`config.mk`:
```
export PLATFORM = sky130hd
export DESIGN_NAME = ambient_light_auto_brightness_flat
export DESIGN_NICKNAME = d
export VERILOG_FILES = /design/src/alab_pkg.sv /design/src/alab_in_if.sv /design/src/alab_out_if.sv /design/src/ambient_light_auto_brightness.sv /design/src/flat_wrapper.sv
export SDC_FILE = /design/constraint.sdc
export NUM_CORES = 2
export LEC_CHECK = 0
export ABC_AREA = 1
export ABC_CLOCK_PERIOD_IN_PS = 11500
export BUFFER_PORTS_ARGS = -buffer_cell sky130_fd_sc_hd__buf_4
export CORE_MARGIN = 4
export CORE_UTILIZATION = 66
export CTS_CLUSTER_SIZE = 28
export DETAILED_ROUTE_END_ITERATION = 7
export MAX_ROUTING_LAYER = met4
export PLACE_DENSITY = 0.83
export SYNTH_ARGS = -nofsm -noshare
export SYNTH_HDL_FRONTEND = slang
export SYNTH_SLANG_ARGS = --single-unit
```
`constraint.sdc`:
```
create_clock -name clk -period 11.5 [get_ports clk]
set_input_delay 1.725 -clock clk [delete_from_list [all_inputs] [get_ports clk]]
set_output_delay 1.725 -clock clk [all_outputs]
set_load 0.01 [all_outputs]
```
`src/alab_pkg.sv`:
```
// Shared constants for the ambient-light auto-brightness block.
// Field widths, fixed-point constants and register indexes; no dependencies.
package alab_pkg;

	localparam int RAW_W      = 12;
	localparam int DT_W       = 16;
	localparam int BRT_W      = 8;
	localparam int CFG_IDX_W  = 3;
	localparam int CFG_DATA_W = 16;

	localparam int unsigned ADC_FULL_SCALE = 4095;
	localparam int FS_W = $clog2(ADC_FULL_SCALE + 1);

	// Shared multiplier operand and product widths
	localparam int MUL_A_W = 24;
	localparam int MUL_B_W = 21;
	localparam int PROD_W  = MUL_A_W + MUL_B_W;

	// Shared divider: numerator width and quotient bits per division
	localparam int NUM_W     = 48;
	localparam int DIV_STEPS = 21;

	localparam logic [16:0] Q16_ONE      = 17'd65536;
	localparam logic [20:0] LOG2E_Q16    = 21'd94548;
	localparam logic [23:0] EXP_MAG_MAX  = 24'd1114112;
	localparam logic [23:0] EXP_MAG_OVER = 24'd1114113;
	localparam logic [15:0] GAMMA_UNITY  = 16'd4096;
	localparam logic [15:0] GAIN_UNITY   = 16'd256;

	// Light fraction saturates once the quotient would exceed one
	localparam logic [NUM_W-1:0] LIGHT_SAT = NUM_W'(64'd65537 * 64'(ADC_FULL_SCALE));
	localparam logic [NUM_W-1:0] FS_HALF   = NUM_W'(ADC_FULL_SCALE / 2);

	localparam logic [CFG_IDX_W-1:0] REG_SENSOR_ON_GROUND  = 3'd0;
	localparam logic [CFG_IDX_W-1:0] REG_LIGHT_GAIN        = 3'd1;
	localparam logic [CFG_IDX_W-1:0] REG_GAMMA_EXPONENT    = 3'd2;
	localparam logic [CFG_IDX_W-1:0] REG_MIN_BRIGHTNESS    = 3'd3;
	localparam logic [CFG_IDX_W-1:0] REG_MAX_BRIGHTNESS    = 3'd4;
	localparam logic [CFG_IDX_W-1:0] REG_SMOOTHING_TIME_MS = 3'd5;

	localparam logic [15:0] RST_LIGHT_GAIN     = 16'd256;
	localparam logic [15:0] RST_GAMMA_EXPONENT = 16'd4096;
	localparam logic [7:0]  RST_MIN_BRIGHTNESS = 8'd2;
	localparam logic [7:0]  RST_MAX_BRIGHTNESS = 8'd180;
	localparam logic [15:0] RST_SMOOTHING_MS   = 16'd1000;

endpackage

```
`src/alab_in_if.sv`:
```
// Input channel: one ADC sample and the elapsed time per item.
// Depends on alab_pkg.
interface alab_in_if;
	import alab_pkg::*;
	logic             valid;
	logic             ready;
	logic [RAW_W-1:0] raw_sample;
	logic [DT_W-1:0]  elapsed_ms;
	modport source (output valid, raw_sample, elapsed_ms, input ready);
	modport sink (input valid, raw_sample, elapsed_ms, output ready);
endinterface

```
`src/alab_out_if.sv`:
```
// Output channel: one display brightness per item.
// Depends on alab_pkg.
interface alab_out_if;
	import alab_pkg::*;
	logic             valid;
	logic             ready;
	logic [BRT_W-1:0] brightness;
	modport source (output valid, brightness, input ready);
	modport sink (input valid, brightness, output ready);
endinterface

```
`src/ambient_light_auto_brightness.sv`:
```
// Ambient-light auto brightness: sample -> gain -> gamma -> range -> smoothing.
// Linear gamma skips the log2/exp2 work and a snapped level skips smoothing; a
// saturated light fraction skips its division. With gamma and smoothing, each of
// the two exp2 binary searches reruns the 16-step log2 squaring loop on the shared
// 24x21 multiplier, and each division runs on the shared restoring divider. One
// item at a time; reset restores the configuration defaults and clears the state,
// the output valid flag, the level and the primed flag.
module ambient_light_auto_brightness (
	input  logic                               clk,
	input  logic                               arst_n,
	alab_in_if.sink                            sample,
	alab_out_if.source                         result,
	input  logic                               cfg_we,
	input  logic [alab_pkg::CFG_IDX_W-1:0]     cfg_index,
	input  logic [alab_pkg::CFG_DATA_W-1:0]    cfg_wdata
);
	import alab_pkg::*;

	localparam logic [4:0] ST_IDLE   = 5'd0;
	localparam logic [4:0] ST_NMUL   = 5'd1;
	localparam logic [4:0] ST_NCHK   = 5'd2;
	localparam logic [4:0] ST_DIV    = 5'd3;
	localparam logic [4:0] ST_GCHK   = 5'd4;
	localparam logic [4:0] ST_LSTART = 5'd5;
	localparam logic [4:0] ST_LSQ    = 5'd6;
	localparam logic [4:0] ST_LDONE  = 5'd7;
	localparam logic [4:0] ST_GMUL   = 5'd8;
	localparam logic [4:0] ST_GMAG   = 5'd9;
	localparam logic [4:0] ST_XSTART = 5'd10;
	localparam logic [4:0] ST_BS     = 5'd11;
	localparam logic [4:0] ST_TMUL   = 5'd12;
	localparam logic [4:0] ST_TGT    = 5'd13;
	localparam logic [4:0] ST_DMUL   = 5'd14;
	localparam logic [4:0] ST_DNUM   = 5'd15;
	localparam logic [4:0] ST_DLIM   = 5'd16;
	localparam logic [4:0] ST_DCHK   = 5'd17;
	localparam logic [4:0] ST_SMUL   = 5'd18;
	localparam logic [4:0] ST_SUPD   = 5'd19;
	localparam logic [4:0] ST_OUT    = 5'd20;

	function automatic logic [3:0] top_bit(input logic [15:0] x);
		logic [3:0] p;
		p = 4'd0;
		for (int i = 0; i < 16; i++) begin
			if (x[i]) p = 4'(i);
		end
		return p;
	endfunction

	// configuration
	logic        sensor_on_ground_q;
	logic [15:0] light_gain_q, gamma_exponent_q, smoothing_time_ms_q;
	logic [7:0]  min_brightness_q, max_brightness_q;

	// control
	logic [4:0]  state_q;
	logic        primed_q, out_valid_q;
	logic [23:0] level_q;

	// datapath
	logic [FS_W-1:0]      c_q;
	logic [DT_W-1:0]      dt_q;
	logic [PROD_W-1:0]    prod_q;
	logic [NUM_W-1:0]     num_q;
	logic [15:0]          rem_q, div_d_q;
	logic [DIV_STEPS-1:0] sh_q;
	logic [4:0]           cnt_q;
	logic                 div_decay_q, exp_decay_q, search_q;
	logic [16:0]          n_q, mid_q, ans_q, decay_q;
	logic [17:0]          a_q, b_q;
	logic [15:0]          m_q, frac_q;
	logic [4:0]           p_q;
	logic [20:0]          lg_q;
	logic [23:0]          mag_q;
	logic [7:0]           target_q;
	logic [BRT_W-1:0]     out_data_q;

	logic [MUL_A_W-1:0] mul_a;
	logic [MUL_B_W-1:0] mul_b;
	logic [PROD_W-1:0]  prod;
	logic [15:0]        gain_eff;
	logic [7:0]         lo, hi;
	logic [23:0]        goal, diff;
	logic               up;
	logic [16:0]        alpha;
	logic [16:0]        div_t;
	logic               div_ge;
	logic [16:0]        log_x;
	logic [16:0]        sq;
	logic [20:0]        lval;
	logic [17:0]        ab_sum;
	logic               exp_fin;
	logic [16:0]        exp_res;
	logic [NUM_W-1:0]   light_num;
	logic [15:0]        raw16, clamp16;
	logic [24:0]        tgt_sum;
	logic [7:0]         tgt;
	logic [8:0]         res_full;
	logic               out_load;
	logic [15:0]        lsq_m;
	logic [3:0]         lp;

	always_comb begin
		gain_eff = (light_gain_q == 16'd0) ? GAIN_UNITY : light_gain_q;
		lo = (min_brightness_q < max_brightness_q) ? min_brightness_q : max_brightness_q;
		hi = (min_brightness_q < max_brightness_q) ? max_brightness_q : min_brightness_q;
		goal = {target_q, 16'd0};
		up = goal >= level_q;
		diff = up ? goal - level_q : level_q - goal;
		alpha = Q16_ONE - decay_q;
	end

	// shared multiplier operand select
	always_comb begin
		mul_a = '0;
		mul_b = '0;
		case (state_q)
			ST_NMUL: begin
				mul_a = MUL_A_W'(c_q);
				mul_b = MUL_B_W'(gain_eff);
			end
			ST_LSQ: begin
				mul_a = MUL_A_W'(m_q);
				mul_b = MUL_B_W'(m_q);
			end
			ST_GMUL: begin
				mul_a = MUL_A_W'(lg_q);
				mul_b = MUL_B_W'(gamma_exponent_q);
			end
			ST_TMUL: begin
				mul_a = MUL_A_W'(n_q);
				mul_b = MUL_B_W'(hi - lo);
			end
			ST_DMUL: begin
				mul_a = MUL_A_W'(dt_q);
				mul_b = LOG2E_Q16;
			end
			ST_DLIM: begin
				mul_a = EXP_MAG_OVER;
				mul_b = MUL_B_W'(smoothing_time_ms_q);
			end
			ST_SMUL: begin
				mul_a = diff;
				mul_b = MUL_B_W'(alpha);
			end
			default: begin
				mul_a = '0;
				mul_b = '0;
			end
		endcase
		prod = PROD_W'(mul_a) * PROD_W'(mul_b);
	end

	always_comb begin
		raw16 = 16'(sample.raw_sample);
		clamp16 = (raw16 > 16'(ADC_FULL_SCALE)) ? 16'(ADC_FULL_SCALE) : raw16;
		if (sensor_on_ground_q) clamp16 = 16'(ADC_FULL_SCALE) - clamp16;

		light_num = NUM_W'({prod_q[FS_W+15:0], 8'd0}) + FS_HALF;

		div_t  = {rem_q, sh_q[DIV_STEPS-1]};
		div_ge = div_t >= {1'b0, div_d_q};

		log_x = search_q ? mid_q : n_q;
		lp    = top_bit(log_x[15:0]);
		sq    = prod[31:15];
		lsq_m = sq[16] ? sq[16:1] : sq[15:0];
		lval  = {5'd16 - p_q, 16'd0} - 21'(frac_q);

		ab_sum = a_q + b_q;

		exp_fin = 1'b0;
		exp_res = ans_q;
		if (state_q == ST_XSTART) begin
			if (mag_q == 24'd0) begin
				exp_fin = 1'b1;
				exp_res = Q16_ONE;
			end else if (mag_q > EXP_MAG_MAX) begin
				exp_fin = 1'b1;
				exp_res = 17'd0;
			end
		end else if (state_q == ST_BS && a_q > b_q) begin
			exp_fin = 1'b1;
		end

		tgt_sum  = prod_q[24:0] + 25'd32768;
		tgt      = lo + tgt_sum[23:16];
		res_full = 9'(({1'b0, level_q} + 25'd32768) >> 16);
		out_load = (state_q == ST_OUT) && (!out_valid_q || result.ready);
	end

	assign sample.ready      = (state_q == ST_IDLE);
	assign result.valid      = out_valid_q;
	assign result.brightness = out_data_q;

	// configuration registers
	always_ff @(posedge clk or negedge arst_n) begin
		if (!arst_n) begin
			sensor_on_ground_q  <= 1'b0;
			light_gain_q        <= RST_LIGHT_GAIN;
			gamma_exponent_q    <= RST_GAMMA_EXPONENT;
			min_brightness_q    <= RST_MIN_BRIGHTNESS;
			max_brightness_q    <= RST_MAX_BRIGHTNESS;
			smoothing_time_ms_q <= RST_SMOOTHING_MS;
		end else if (cfg_we) begin
			case (cfg_index)
				REG_SENSOR_ON_GROUND:  sensor_on_ground_q  <= cfg_wdata[0];
				REG_LIGHT_GAIN:        light_gain_q        <= cfg_wdata;
				REG_GAMMA_EXPONENT:    gamma_exponent_q    <= cfg_wdata;
				REG_MIN_BRIGHTNESS:    min_brightness_q    <= cfg_wdata[7:0];
				REG_MAX_BRIGHTNESS:    max_brightness_q    <= cfg_wdata[7:0];
				REG_SMOOTHING_TIME_MS: smoothing_time_ms_q <= cfg_wdata;
				default: ;
			endcase
		end
	end

	// sequencer and state
	always_ff @(posedge clk or negedge arst_n) begin
		if (!arst_n) begin
			state_q     <= ST_IDLE;
			primed_q    <= 1'b0;
			out_valid_q <= 1'b0;
			level_q     <= '0;
		end else begin
			if (out_load) out_valid_q <= 1'b1;
			else if (result.ready) out_valid_q <= 1'b0;

			case (state_q)
				ST_IDLE:   if (sample.valid) state_q <= ST_NMUL;
				ST_NMUL:   state_q <= ST_NCHK;
				ST_NCHK:   state_q <= (light_num >= LIGHT_SAT) ? ST_GCHK : ST_DIV;
				ST_DIV: begin
					if (cnt_q == 5'(DIV_STEPS - 1)) state_q <= div_decay_q ? ST_XSTART : ST_GCHK;
				end
				ST_GCHK: begin
					if (gamma_exponent_q != 16'd0 && gamma_exponent_q != GAMMA_UNITY &&
					    n_q != 17'd0 && n_q != Q16_ONE) state_q <= ST_LSTART;
					else state_q <= ST_TMUL;
				end
				ST_LSTART: state_q <= log_x[16] ? ST_LDONE : ST_LSQ;
				ST_LSQ:    if (cnt_q == 5'd15) state_q <= ST_LDONE;
				ST_LDONE:  state_q <= search_q ? ST_BS : ST_GMUL;
				ST_GMUL:   state_q <= ST_GMAG;
				ST_GMAG:   state_q <= ST_XSTART;
				ST_XSTART, ST_BS: begin
					if (exp_fin) state_q <= exp_decay_q ? ST_SMUL : ST_TMUL;
					else if (state_q == ST_BS) state_q <= ST_LSTART;
					else state_q <= ST_BS;
				end
				ST_TMUL:   state_q <= ST_TGT;
				ST_TGT: begin
					if (!primed_q || smoothing_time_ms_q == 16'd0 || dt_q == '0) begin
						level_q  <= {tgt, 16'd0};
						primed_q <= 1'b1;
						state_q  <= ST_OUT;
					end else begin
						state_q <= ST_DMUL;
					end
				end
				ST_DMUL:   state_q <= ST_DNUM;
				ST_DNUM:   state_q <= ST_DLIM;
				ST_DLIM:   state_q <= ST_DCHK;
				ST_DCHK:   state_q <= (num_q >= NUM_W'(prod_q[36:0])) ? ST_SMUL : ST_DIV;
				ST_SMUL:   state_q <= ST_SUPD;
				ST_SUPD: begin
					// never overshoots: step is at most the distance
					if (up) level_q <= level_q + prod_q[39:16];
					else level_q <= level_q - prod_q[39:16];
					state_q <= ST_OUT;
				end
				ST_OUT:    if (out_load) state_q <= ST_IDLE;
				default:   state_q <= ST_IDLE;
			endcase
		end
	end

	// datapath registers
	always_ff @(posedge clk) begin
		prod_q <= prod;
		if (out_load) out_data_q <= res_full[8] ? 8'hFF : res_full[7:0];

		case (state_q)
			ST_IDLE: begin
				c_q  <= FS_W'(clamp16);
				dt_q <= sample.elapsed_ms;
			end
			ST_NCHK: begin
				if (light_num >= LIGHT_SAT) begin
					n_q <= Q16_ONE;
				end else begin
					rem_q       <= light_num[DIV_STEPS+15:DIV_STEPS];
					sh_q        <= light_num[DIV_STEPS-1:0];
					div_d_q     <= 16'(ADC_FULL_SCALE);
					div_decay_q <= 1'b0;
					cnt_q       <= '0;
				end
			end
			ST_DIV: begin
				rem_q <= div_ge ? 16'(div_t - {1'b0, div_d_q}) : div_t[15:0];
				sh_q  <= {sh_q[DIV_STEPS-2:0], div_ge};
				cnt_q <= cnt_q + 5'd1;
				if (cnt_q == 5'(DIV_STEPS - 1)) begin
					if (div_decay_q) begin
						mag_q       <= 24'({sh_q[DIV_STEPS-2:0], div_ge});
						exp_decay_q <= 1'b1;
					end else begin
						n_q <= 17'({sh_q[DIV_STEPS-2:0], div_ge});
					end
				end
			end
			ST_GCHK:   search_q <= 1'b0;
			ST_LSTART: begin
				frac_q <= '0;
				cnt_q  <= '0;
				if (log_x[16]) begin
					p_q <= 5'd16;
				end else begin
					p_q <= 5'(lp);
					m_q <= log_x[15:0] << (4'd15 - lp);
				end
			end
			ST_LSQ: begin
				m_q    <= lsq_m;
				frac_q <= {frac_q[14:0], sq[16]};
				cnt_q  <= cnt_q + 5'd1;
			end
			ST_LDONE: begin
				if (search_q) begin
					if (24'(lval) >= mag_q) begin
						ans_q <= mid_q;
						a_q   <= 18'(mid_q) + 18'd1;
					end else begin
						b_q <= 18'(mid_q) - 18'd1;
					end
				end else begin
					lg_q <= lval;
				end
			end
			ST_GMAG: begin
				mag_q       <= prod_q[35:12];
				exp_decay_q <= 1'b0;
			end
			ST_XSTART, ST_BS: begin
				if (exp_fin) begin
					if (exp_decay_q) decay_q <= exp_res;
					else n_q <= exp_res;
				end else if (state_q == ST_BS) begin
					mid_q <= ab_sum[17:1];
				end else begin
					a_q      <= 18'd1;
					b_q      <= 18'(Q16_ONE);
					ans_q    <= '0;
					search_q <= 1'b1;
				end
			end
			ST_TGT:  target_q <= tgt;
			ST_DNUM: num_q <= NUM_W'(prod_q[32:0]) + NUM_W'(smoothing_time_ms_q >> 1);
			ST_DCHK: begin
				if (num_q >= NUM_W'(prod_q[36:0])) begin
					decay_q <= '0;
				end else begin
					rem_q       <= num_q[DIV_STEPS+15:DIV_STEPS];
					sh_q        <= num_q[DIV_STEPS-1:0];
					div_d_q     <= smoothing_time_ms_q;
					div_decay_q <= 1'b1;
					cnt_q       <= '0;
				end
			end
			default: ;
		endcase
	end

endmodule

```
`src/flat_wrapper.sv`:
```
// flat-port wrapper written by rule: the top's interface ports become plain ports
module ambient_light_auto_brightness_flat import alab_pkg::*;
  (clk, arst_n, cfg_we, cfg_index, cfg_wdata, sample_valid, sample_raw_sample, sample_elapsed_ms, sample_ready, result_valid, result_brightness, result_ready);
  alab_in_if sample_i ();
  alab_out_if result_i ();
  input  logic clk;
  input  logic arst_n;
  input  logic cfg_we;
  input  logic [alab_pkg::CFG_IDX_W-1:0] cfg_index;
  input  logic [alab_pkg::CFG_DATA_W-1:0] cfg_wdata;
  input wire logic [$bits(sample_i.valid)-1:0] sample_valid;
  input wire logic [$bits(sample_i.raw_sample)-1:0] sample_raw_sample;
  input wire logic [$bits(sample_i.elapsed_ms)-1:0] sample_elapsed_ms;
  output wire logic [$bits(sample_i.ready)-1:0] sample_ready;
  output wire logic [$bits(result_i.valid)-1:0] result_valid;
  output wire logic [$bits(result_i.brightness)-1:0] result_brightness;
  input wire logic [$bits(result_i.ready)-1:0] result_ready;
  assign sample_i.valid = sample_valid;
  assign sample_i.raw_sample = sample_raw_sample;
  assign sample_i.elapsed_ms = sample_elapsed_ms;
  assign sample_ready = sample_i.ready;
  assign result_valid = result_i.valid;
  assign result_brightness = result_i.brightness;
  assign result_i.ready = result_ready;
  ambient_light_auto_brightness u_core (.clk(clk), .arst_n(arst_n), .sample(sample_i), .result(result_i), .cfg_we(cfg_we), .cfg_index(cfg_index), .cfg_wdata(cfg_wdata));
endmodule
```
==> qor.csv <==
stage,metric,value,unit
layout,finalNetCount,6231,
clock_tree,cts_sinks,461,
pwr,pwr_density_cell,208,nW/um2
layout,fin_area,48200,um2
critical_path,regToRegStartpoint,u_core.level_q[16]$_DFFE_PN0P_,
sta,fin_crit_sh,94.9,%
sta,fin_tns_setup,0,ns
floorplanning,coreArea,67500,um2
global_routing,grt_pass1_vias,38500,
min_path,hp-class,register to register,
place,gp_congestion,1.09,
synthesis,synth_edf_count,325,
global_routing,grtUsageTotal,43.1,%
sta,hold_violations,0,
synthesis,netlist_top_cells_area,"edfxtp_1 (22%), fa_1 (18%), inv_1 (8.9%), nand2_1 (8.8%), ha_1 (8.7%)",
pwr,seqPwrFrac,27.7,%
layout,final_common_cell,inv_1,
synthesis,netlist_area,45100,um2
pwr,cell_internal_pwr,4.96,mW
clock_tree,root_buffer,clkbuf_16,
sta,rsz0062_at_grt,false,
synthesis,syn_avg_cell_area,8.33,um2
layout,area_delta_synth_final,6.91,%
clock_tree,cts_buffer_depth,3,
drt,ant_nets,0,
synthesis,yosysTopAreaCell,edfxtp_1,
drt,drtIter0Drc,5102,
floorplanning,io_pins,62,
sta,max_freq,91.7,MHz
synthesis,netlist_instances,5419,
layout,multi_input_area,27300,um2
clock_tree,postCtsSetupBuffers,0,
layout,final_cell_mix,"inv_1 (1073), nand2_1 (1061), nor2_1 (413), fa_1 (413), edfxtp_1 (325)",
critical_path,crit_start,u_core.level_q[16]$_DFFE_PN0P_,
critical_path,path_max_fanout,37,
clock_tree,cts_tree,done,
drt,drtPass1Iterations,7,
synthesis,ys_ff_latch,461,
layout,fillers,5241,
floorplanning,rows,95,
layout,drive_gt1_share,7.10,%
pwr,combPwrFrac,54.7,%
clock_tree,clk_latency,0.62,ns
critical_path,cp.required,11.84,ns
place,place_area,46400,um2
sta,fin_worst_skew,0.0356,ns
clock_tree,path_clk_slew,0.06,ns
place,dp_hpwl,121000,um
critical_path,arrival,11.25,ns
critical_path,cp_slowest_cell,inv_2,
critical_path,cp_common_cell,fa_1,
critical_path,cpPeakStageDelay,0.56,ns
floorplanning,die_area,72600,um2
synthesis,synth.yosys.warnings,0,
global_routing,grt_start_max_net_pins,79,
flow_run,drv_cap,0,
floorplanning,dieHeight,269,um
pwr,switching_share,50.7,%
clock_tree,cts_resized,0,
synthesis,synth_top_area_share,21.6,%
synthesis,synth.distinct_cells,82,
sta,slew_headroom,15.0,%
synthesis,ys_seq_area_share,28.8,%
drt,vias,39300,
global_routing,gr-total-overflow,0,
drt,wl_per_cell,24.0,um
clock_tree,cts_buffers,51,
pwr,total_leakage_power,23.0,nW
floorplanning,die_x,269,um
layout,seqCellArea,13000,um2
pwr,clock_power_share,17.6,%
place,placement.io_buffers,61,
sta,final_max_slew_viol_count,0,
sta,worstMarginPinSlew,1.27,ns
drt,finalWirelength,153000,um
clock_tree,cts_hold_buf,0,
drt,routed_via_density,6.17,
pwr,peakVddDrop,0.150,mV
critical_path,crit_path_start_kind,register,
critical_path,path_class,register to register,
sta,setup_viol,0,
critical_path,cp-end-kind,register,
global_routing,grt_first_pass_wirelength,230000,um
synthesis,async_reset_ff_share,20.8,%
sta,finalCriticalPeriod,10.91,ns
outcome,status,"complete, no violations",
pwr,switchingPower,5.09,mW
floorplanning,initial_core_util,66.8,%
global_routing,antenna_found_initial,6,
synthesis,synth_flop_cell,edfxtp_1,
min_path,worstHoldStart,u_core.gamma_exponent_q[8]$_DFFE_PN0P_,
clock_tree,h-tree-depth,2,
drt,drc,0,
[final timing paths]
check / to / slack (ns) / cells after the start
max: u_core.m_q[11]$_DFFE_PP_ / 0.59 / 38
min reg2reg: u_core.gamma_exponent_q[8]$_DFFE_PN0P_ / 0.49 / 2
min in group asynchronous: u_core.gamma_exponent_q[10]$_DFFE_PN0P_ / 1.00 / 1
max in group asynchronous: u_core.level_q[18]$_DFFE_PN0P_ / 9.11 / 2
max reg2reg: u_core.m_q[11]$_DFFE_PP_ / 0.59 / 38
min: u_core.gamma_exponent_q[8]$_DFFE_PN0P_ / 0.49 / 2
[area by class of cell]
| type | instances | share of cell area (%) |
|---|---|---|
| diodes | 8 | 0.0415 |
| clock inverters | 37 | 0.926 |
| multi-input cells | 3709 | 56.6 |
| well taps | 873 | 2.26 |
| repair buffers | 120 | 1.87 |
| inverters | 1109 | 8.63 |
| flip-flops and latches | 461 | 26.9 |
| clock buffers | 57 | 2.78 |
[cell usage after synthesis (13+ instances only)]
library cell  instances
inv_1              1073
nand2_1            1061
nor2_1              426
fa_1                413
edfxtp_1            325
ha_1                314
o21ai_0             272
nand3_1             239
a21oi_1             234
xor2_1              153
dfrtp_1              83
nor3_1               76
clkbuf_1             59
buf_2                57
dfxtp_1              40
nor4_1               40
nand4_1              39
xnor2_1              39
nand2_2              37
o211ai_1             35
o21ai_1              26
inv_2                24
a31oi_1              21
a211oi_1             19
o31ai_1              17
o21ai_2              15
o22ai_1              15
o32ai_1              15
a221oi_1             14
buf_4                14
buf_6                14
a21oi_2              13
dfstp_2              13
nand3b_1             13
[metrics by stage]
step,utilization (%),hold WS (ns),setup WS (ns),total power [mW],instances
after floorplan,-,0.433,3.00,6.22,5431
after global placement,68.8,0.468,1.13,7.95,6272
after detailed placement,68.8,0.474,0.979,8.07,6272
after CTS,71.4,0.489,0.931,9.86,6366
after global routing,71.4,0.513,0.0573,10.6,6372
final,71.5,0.492,0.591,10.1,6374
[power groups by stage]
| stage | Sequential [mW] | Clock, mW | Combinational (mW) |
|---|---|---|---|
| global route | 2.79 | 1.84 | 5.98 |
| finish | 2.78 | 1.77 | 5.50 |
| floorplan | 2.55 | 0 | 3.67 |
| detailed placement | 2.76 | 0 | 5.30 |
| global placement | 2.76 | 0 | 5.19 |
| CTS | 2.74 | 1.77 | 5.35 |
[metal layers]
layer / global-route usage, % / vias up / part of all wire, %
li1: - / 17400 / -
met1: 55.4 / 18800 / 37
met2: 62.5 / 2639 / 43
met3: 12.1 / 558 / 13
met4: 22.6 / 0 / 6.9
met5: - / - / 0
[critical path: cells and delay by family, from the launching register on]
| family | cells | cell delay, ns |
|---|---|---|
| DFF | 1 | 0.38 |
| adders and majority gates | 10 | 4.79 |
| xor gates and xnor gates | 1 | 0.22 |
| buffers and inverters | 8 | 1.27 |
| AOI/OAI and AO/OA | 6 | 0.84 |
| and+or+nand+nor | 13 | 3.10 |
[cells by family (layout without fill, tap and decap cells)]
kind of cell             after synthesis  after routing  share of synthesized area (%)
AO/OA/AOI/OAI                        774            774                           10.2
XOR/XNOR                             192            192                           3.73
adder cells (fa/ha/maj)              727            727                           27.0
buffers and inverters               1261           1323                           11.0
flip-flops                           461            461                           28.8
multiplexers                           1              1                         0.0222
other                                  2             22                         0.0166
AND/OR/NAND/NOR                     2001           2001                           19.2
[sequential cells by signal (all words and copies together), names as in the netlist, 18 cells and up]
signal / flops
u_core.a_q: 18
u_core.b_q: 18
u_core.lg_q: 21
u_core.prod_q: 40
u_core.mag_q: 24
u_core.level_q: 24
u_core.num_q: 34
u_core.sh_q: 21
No activity file was read; power rests on OpenSTA's default activity.
